## config.mk

```make
export PLATFORM = sky130hd
export DESIGN_NAME = radix_digit_converter
export DESIGN_NICKNAME = d
export VERILOG_FILES = /design/src/sv/rdc_pkg.sv /design/src/sv/radix_digit_converter.sv
export VERILOG_INCLUDE_DIRS = /design/src /design/src/sv
export SDC_FILE = /design/constraint.sdc
export NUM_CORES = 1
export LEC_CHECK = 0
export ABC_CLOCK_PERIOD_IN_PS = 15600
export BUFFER_PORTS_ARGS = -buffer_cell sky130_fd_sc_hd__buf_2
export CAP_MARGIN = 30
export CORE_MARGIN = 2
export CORE_UTILIZATION = 56
export CTS_CLUSTER_DIAMETER = 40
export DETAILED_ROUTE_END_ITERATION = 6
export GPL_ROUTABILITY_DRIVEN = 0
export PLACE_DENSITY = 0.89
export SYNTH_ARGS = -nofsm -noshare
export SYNTH_HDL_FRONTEND = slang
export SYNTH_SLANG_ARGS = --single-unit
```

## constraint.sdc

```tcl
create_clock -name i_clk -period 15.6 [get_ports i_clk]
set_clock_uncertainty 0.05 [all_clocks]
set_input_delay 1.56 -clock i_clk [delete_from_list [all_inputs] [get_ports i_clk]]
set_output_delay 1.56 -clock i_clk [all_outputs]
set_load 0.005 [all_outputs]
```

## src/sv/radix_digit_converter_assert.svh

```systemverilog
// Assertion macros shared by the radix digit converter RTL.
`ifndef RADIX_DIGIT_CONVERTER_ASSERT_SVH
`define RADIX_DIGIT_CONVERTER_ASSERT_SVH

// Same-cycle implication, checked at every clock edge outside reset.
`define RDC_ASSERT_NOW(label, ante, cons, msg) \
    label: assert property (@(posedge i_clk) disable iff (!i_rst_n) (ante) |-> (cons)) \
        else $error(msg);

// Next-cycle implication, checked at every clock edge outside reset.
`define RDC_ASSERT_NEXT(label, ante, cons, msg) \
    label: assert property (@(posedge i_clk) disable iff (!i_rst_n) (ante) |=> (cons)) \
        else $error(msg);

`endif

```

## src/sv/rdc_pkg.sv

```systemverilog
// Package with types and constants of the radix digit converter.
`default_nettype none

package rdc_pkg;

    localparam int RDC_MAX_DIGITS = 31;
    localparam int RDC_MAX_BASE   = 16;

    localparam logic [15:0] SRC_BASE  = 16'd10;
    localparam logic [15:0] MIN_BASE  = 16'd2;
    localparam logic [63:0] PACK_CAP  = 64'd9999999999999999999;

    localparam int VALUE_W     = 32;
    localparam int DIV_BITS    = 8;
    localparam int DIV_STEPS   = VALUE_W / DIV_BITS;
    localparam int DIV_STEPS_W = $clog2(DIV_STEPS);

    typedef enum logic [1:0] {
        ST_OK       = 2'd0,
        ST_BAD_FROM = 2'd1,
        ST_BAD_TO   = 2'd2,
        ST_NONPOS   = 2'd3
    } t_status;

    typedef enum logic [1:0] {
        S_IDLE,
        S_DIV,
        S_EMIT
    } t_state;

    typedef struct packed {
        logic [15:0]        from_base;
        logic [15:0]        to_base;
        logic signed [31:0] value;
    } t_in;

    typedef struct packed {
        logic [3:0]  digit;
        logic        last;
        t_status     status;
        logic [63:0] packed_value;
        logic        packed_overflow;
    } t_out;

endpackage

`default_nettype wire

```

## src/sv/radix_digit_converter.sv

```systemverilog
// Top level of the radix digit converter: shared divider, digit stack and packer.
//
// Usage: drive i_item and raise start; the item is taken at a clock edge where
// start is high and busy is low. Each result appears on o_result for exactly
// one cycle with o_valid high; the receiver cannot hold results off.
// A valid item is divided by the target base on one shared divider that
// resolves 8 quotient bits per cycle; digits go onto a stack and are then
// emitted most significant first, one per cycle, with the running decimal
// packed value updated by one 68-bit add and compare. Busy stays high
// through division and emission, and the first result shows only after
// the last digit is divided. Base 2 gives the most digits (31).
// An invalid item gives a single error result in the next cycle and does not
// raise busy, so a new item may follow at once.
// Reset clears the sequencer and the strobe; no item is in flight after reset.
`default_nettype none

module radix_digit_converter #(
    parameter int MAX_DIGITS = rdc_pkg::RDC_MAX_DIGITS,
    parameter int MAX_BASE   = rdc_pkg::RDC_MAX_BASE
) (
    input  wire logic         i_clk,
    input  wire logic         i_rst_n,
    input  wire logic         start,
    output      logic         busy,
    input  wire rdc_pkg::t_in i_item,
    output      logic         o_valid,
    output rdc_pkg::t_out     o_result
);

    localparam int W_D = (MAX_BASE > 2) ? $clog2(MAX_BASE) : 1;
    localparam int W_B = $clog2(MAX_BASE + 1);
    localparam int W_N = $clog2(MAX_DIGITS + 1);

    rdc_pkg::t_state                r_state, n_state;
    logic [rdc_pkg::DIV_STEPS_W-1:0] r_step, n_step;
    logic [W_N-1:0]                 r_cnt, n_cnt;
    logic [31:0]                    r_div, n_div;
    logic [W_D-1:0]                 r_rem, n_rem;
    logic [W_B-1:0]                 r_base, n_base;
    logic [63:0]                    r_packed, n_packed;
    logic                           r_ovf, n_ovf;
    logic                           r_valid, n_valid;
    rdc_pkg::t_out                  r_out, n_out;
    logic [W_D-1:0]                 r_stk [MAX_DIGITS];

    logic [31:0]    div_q;
    logic [W_D-1:0] div_r;
    logic           push;
    logic           pop;
    logic [67:0]    pack_sum;

    // Shared divider slice: DIV_BITS restoring steps on the narrow remainder.
    always_comb begin
        logic [W_D:0] trial;
        div_q = r_div;
        div_r = r_rem;
        for (int i = 0; i < rdc_pkg::DIV_BITS; i++) begin
            trial = {div_r, div_q[31]};
            div_q = {div_q[30:0], 1'b0};
            if (trial >= (W_D + 1)'(r_base)) begin
                div_r    = W_D'(trial - (W_D + 1)'(r_base));
                div_q[0] = 1'b1;
            end else begin
                div_r = W_D'(trial);
            end
        end
    end

    assign pack_sum = {1'b0, r_packed, 3'b000} + {3'b000, r_packed, 1'b0}
                      + 68'(r_stk[0]);

    always_comb begin
        n_state  = r_state;
        n_step   = r_step;
        n_cnt    = r_cnt;
        n_div    = r_div;
        n_rem    = r_rem;
        n_base   = r_base;
        n_packed = r_packed;
        n_ovf    = r_ovf;
        n_valid  = 1'b0;
        n_out    = r_out;
        push     = 1'b0;
        pop      = 1'b0;
        unique case (r_state)
            rdc_pkg::S_IDLE: begin
                if (start) begin
                    n_out.digit           = 4'd0;
                    n_out.last            = 1'b1;
                    n_out.packed_value    = 64'd0;
                    n_out.packed_overflow = 1'b0;
                    n_out.status          = rdc_pkg::ST_OK;
                    if (i_item.from_base != rdc_pkg::SRC_BASE) begin
                        n_out.status = rdc_pkg::ST_BAD_FROM;
                    end else if (i_item.to_base < rdc_pkg::MIN_BASE
                                 || i_item.to_base > 16'(MAX_BASE)) begin
                        n_out.status = rdc_pkg::ST_BAD_TO;
                    end else if (i_item.value[31] || i_item.value == 32'sd0) begin
                        n_out.status = rdc_pkg::ST_NONPOS;
                    end
                    if (n_out.status != rdc_pkg::ST_OK) begin
                        n_valid = 1'b1;
                    end else begin
                        n_state = rdc_pkg::S_DIV;
                        n_div   = i_item.value;
                        n_rem   = '0;
                        n_step  = '0;
                        n_cnt   = '0;
                        n_base  = W_B'(i_item.to_base);
                    end
                end
            end
            rdc_pkg::S_DIV: begin
                n_div  = div_q;
                n_rem  = div_r;
                n_step = r_step + 1'b1;
                if (r_step == (rdc_pkg::DIV_STEPS_W)'(rdc_pkg::DIV_STEPS - 1)) begin
                    push  = 1'b1;
                    n_cnt = r_cnt + 1'b1;
                    n_rem = '0;
                    if (div_q == 32'd0 || r_cnt == W_N'(MAX_DIGITS - 1)) begin
                        n_state  = rdc_pkg::S_EMIT;
                        n_packed = 64'd0;
                        n_ovf    = 1'b0;
                    end
                end
            end
            rdc_pkg::S_EMIT: begin
                pop = 1'b1;
                if (!r_ovf) begin
                    if (pack_sum > {4'd0, rdc_pkg::PACK_CAP}) begin
                        n_ovf    = 1'b1;
                        n_packed = rdc_pkg::PACK_CAP;
                    end else begin
                        n_packed = pack_sum[63:0];
                    end
                end
                n_valid               = 1'b1;
                n_out.digit           = 4'(r_stk[0]);
                n_out.last            = (r_cnt == W_N'(1));
                n_out.status          = rdc_pkg::ST_OK;
                n_out.packed_value    = n_packed;
                n_out.packed_overflow = n_ovf;
                n_cnt                 = r_cnt - 1'b1;
                if (r_cnt == W_N'(1)) begin
                    n_state = rdc_pkg::S_IDLE;
                end
            end
            default: begin
                n_state = rdc_pkg::S_IDLE;
            end
        endcase
    end

    always_ff @(posedge i_clk) begin
        if (!i_rst_n) begin
            r_state <= rdc_pkg::S_IDLE;
            r_valid <= 1'b0;
        end else begin
            r_state <= n_state;
            r_valid <= n_valid;
        end
    end

    always_ff @(posedge i_clk) begin
        r_step   <= n_step;
        r_cnt    <= n_cnt;
        r_div    <= n_div;
        r_rem    <= n_rem;
        r_base   <= n_base;
        r_packed <= n_packed;
        r_ovf    <= n_ovf;
        r_out    <= n_out;
    end

    // Digit stack: the newest digit sits on top and leaves first.
    always_ff @(posedge i_clk) begin
        if (push) begin
            r_stk[0] <= div_r;
            for (int i = 1; i < MAX_DIGITS; i++) begin
                r_stk[i] <= r_stk[i-1];
            end
        end else if (pop) begin
            for (int i = 0; i < MAX_DIGITS - 1; i++) begin
                r_stk[i] <= r_stk[i+1];
            end
        end
    end

    assign busy     = (r_state != rdc_pkg::S_IDLE);
    assign o_valid  = r_valid;
    assign o_result = r_out;

`include "radix_digit_converter_assert.svh"

    `RDC_ASSERT_NOW(a_err_single, o_valid && o_result.status != rdc_pkg::ST_OK,
        o_result.last && o_result.packed_value == 64'd0 && !o_result.packed_overflow,
        "Error item result is not a single cleared result.")
    `RDC_ASSERT_NOW(a_div_depth, r_state == rdc_pkg::S_DIV, r_cnt < W_N'(MAX_DIGITS),
        "Digit count exceeds stack depth during division.")
    `RDC_ASSERT_NEXT(a_ovf_sticky, o_valid && o_result.packed_overflow && !o_result.last,
        o_valid && o_result.packed_overflow
        && o_result.packed_value == rdc_pkg::PACK_CAP,
        "Packed overflow flag dropped within an item.")
    `RDC_ASSERT_NEXT(a_emit_run, o_valid && !o_result.last,
        o_valid && busy == !o_result.last,
        "Digit results of one item are not contiguous.")

endmodule

`default_nettype wire

```

==> impl_results.md <==
- Max Clk Rate: 62.19 MHz
- Top post-synthesis cells by area: edfxtp_1, ha_1, mux2_2
- Clk slew on worst S/H paths: about 60 ps
- Most frequent cells after synthesis: edfxtp_1, ha_1, mux2_2
- Total global-route track usage: between 20% and 30%
- Setup crit end kind: flip-flop
- Worst setup path start: r_base[2]$_DFFE_PP_
- Req. time, crit path: about 16000 ps
- Netlist Area Pre-Place: approximately 20000 µm²
- Ports: roughly 140
- GR Util met2: between 40 and 50%
- Pwr Density: 79.72 nW/µm²
- Worst r2r src: r_base[2]$_DFFE_PP_
- Lkg Pwr: 8.803 nW
- Vias in the first global route: 15750
- Failing checks: negative setup slack
- Area share of the leading cell type in the synthesized netlist: a little under half
- Tmin final: approximately 16000 ps
- Critical Path Start Type: flip-flop
- M1 GR Usage: roughly a third
- Number of synthesized register bits: approximately 310
- Mapped Cells: 1825
- Async SR Flop Fraction: 0%
- Core ar.: 35570 µm²
- Clock Tree Root: clkbuf_16
- Max cap viols: 0
- M3 GR Usage: under 10%
- Estimated wirelength of the detail-placed design: ~36 mm
- Post-DR wirelength/cell: around 22 µm
- First-pass GRT wire length: ~82 mm
- Worst Hold Class: flip-flop to flip-flop
- Final worst slack: -480.2 ps
- GR peak layer: met2
- Drt via density: between 6 and 7
- Setup TNS: -27180 ps
- Critical Path Fanout Max: 32
- Die ar.: 37700 µm²
- Endpoints failing hold: 0
- CTS Sinks: 312
- H-tree depth: 2
- Total Wirelength: between 50 and 60 mm
- Setup-failing EPs final: 66
- Die span in y: between 150 and 200 µm
- Worst path buffer plus inverter count: 8
- Final nets: 2197
- Routed via count: roughly 16000
- Least-Margin Pin Slew: just under 1000 ps
- Ant diodes: 0
- Critical Path Max Stage Delay: approximately 560 ps
- Hold_ws: approximately 400 ps
- Drc violations: 0
- Clk buf depth: 3
- Floorplan die width: 194.2 µm
- HP Start: r_stk[3][20]$_DFFE_PP_
- CTS tree: built
- Final Max Slew Viols: 0
- Count leader, synth: edfxtp_1
- Area leader, netlist: edfxtp_1
- Maximum vdd drop: ~0.00010 V
- Cell at the slowest stage of the critical path: or4_1
- Inserted Clock Buffers: 38
- Status: complete, but fails checks
- Cell variety after synth: 83
- Fin crit share: 103.1%
- DRT iter0 DRCs: around 1800
- Insertion delay to the later sink of the worst-skew pair: 580 ps
- Rows: 69
- Top cell by count, worst path: o21ai_0
- WS Path Type: flip-flop to flip-flop
- ANT nets after route: 0
- Initial DRT Pass Iterations: 6
- Syn. warnings: 0
- Grt ovf: 0
- Share of cells above drive strength 1: 22.78%
- Post-synthesis net count: 2077
- Number of synthesized flops with an enable pin: 309
- Largest net degree at the start of global routing: 96
- Layout area overhead: 12.76%
- Fillers: between 2000 and 3000
- Worst slew margin: 34.81%
- Sequential share of the synthesized area: approximately 46%
- Critical path's top delay family: compound AO/OA/AOI/OAI gates
- WP data arrival: 16290 ps
- Dominant synthesized flop cell: edfxtp_1
- Initial antenna violation count: 0
- IO Port Bufs: 140
- Syn avg cell area: between 10 and 15 µm²
- Initial Util: 56.93%
final timing paths:
kind | end | slack [ps] | depth (start not counted)
max | r_packed[56]$_SDFFCE_PN0P_ | -480 | 71
max reg2reg | r_packed[56]$_SDFFCE_PN0P_ | -480 | 71
min | r_stk[3][24]$_DFFE_PP_ | 400 | 0
min reg2reg | r_stk[3][24]$_DFFE_PP_ | 400 | 0
timing repair:
item,4_1_cts,5_1_grt
hold buffers,0,0
pin swaps,0,1
gates cloned,1,0
setup endpoints to repair,67,67
resized for setup,9,11
buffers inserted,0,20
metrics by stage:
stage / setup WS, ps / std cells / utilization (%) / total power, mW / cell area, µm²
final: -480.2 / 2436 / 64.20 / 1.820 / 22830
after global routing: -920.7 / 2436 / 64.20 / 1.862 / 22830
after CTS: 27.65 / 2414 / 63.55 / 1.825 / 22600
after detailed placement: -407.9 / 2343 / 59.91 / 0.9671 / 21310
after global placement: 987.9 / 2341 / 59.76 / 0.9658 / 21260
after floorplan: 304.0 / 1825 / - / 0.9473 / 20260
flip-flops by register name, indices dropped and copies added, names as in the netlist:
signal and count:
o_result 72, r_packed 64, r_state 2, r_stk 124, o_valid 1, r_ovf 1, r_cnt 5, r_base 5
r_step 2, r_div 32, r_rem 4
area by class of cell:
cell class / instances / area [µm²] / area share, %
Sequential cell: 312 / 9339 / 40.90
Tap cell: 461 / 576.8 / 2.526
Clock buffer: 42 / 965.9 / 4.230
Inverter: 57 / 217.7 / 0.9534
Clock inverter: 28 / 276.5 / 1.211
Multi-Input combinational cell: 1356 / 10350 / 45.31
Timing Repair Buffer: 180 / 1111 / 4.866
placed cells by master (no fill, tap or decap), types with 34 or more instances in the layout:
cell type,count
inv_1,56
nand4_1,40
xnor2_1,42
mux2_2,150
clkbuf_16,38
o21ai_0,116
edfxtp_1,309
nor3_1,35
a21o_1,34
ha_1,174
nand2_1,119
a21oi_1,121
buf_4,34
buf_2,140
nor2_1,119
a31oi_1,34
power breakdown:
| group | switching, mW | internal (mW) | total, mW |
|---|---|---|---|
| Combinational | 0.0157 | 0.0145 | 0.0301 |
| Clock | 0.388 | 0.483 | 0.870 |
| Sequential | 0.00236 | 0.918 | 0.920 |
| Total | 0.406 | 1.41 | 1.82 |
metal layers:
layer  vias to the layer above  routed length [µm]
met5                         -                   0
met4                         0                3056
met3                       302                4962
met2                       971               24870
met1                      7694               20550
li1                       7244                   -
cell families (layout without fill, tap and decap cells):
logic type / after synthesis / after routing / synth area share, %
xor gates and xnor gates: 68 / 68 / 2.941
muxes: 160 / 160 / 8.835
buffers and inverters: 157 / 307 / 3.268
DFF: 312 / 312 / 46.12
and+or+nand+nor: 465 / 465 / 11.58
AOI/OAI and AO/OA: 478 / 478 / 15.46
adders and majority gates: 185 / 185 / 11.80
(Power assumes the default switching activity.)
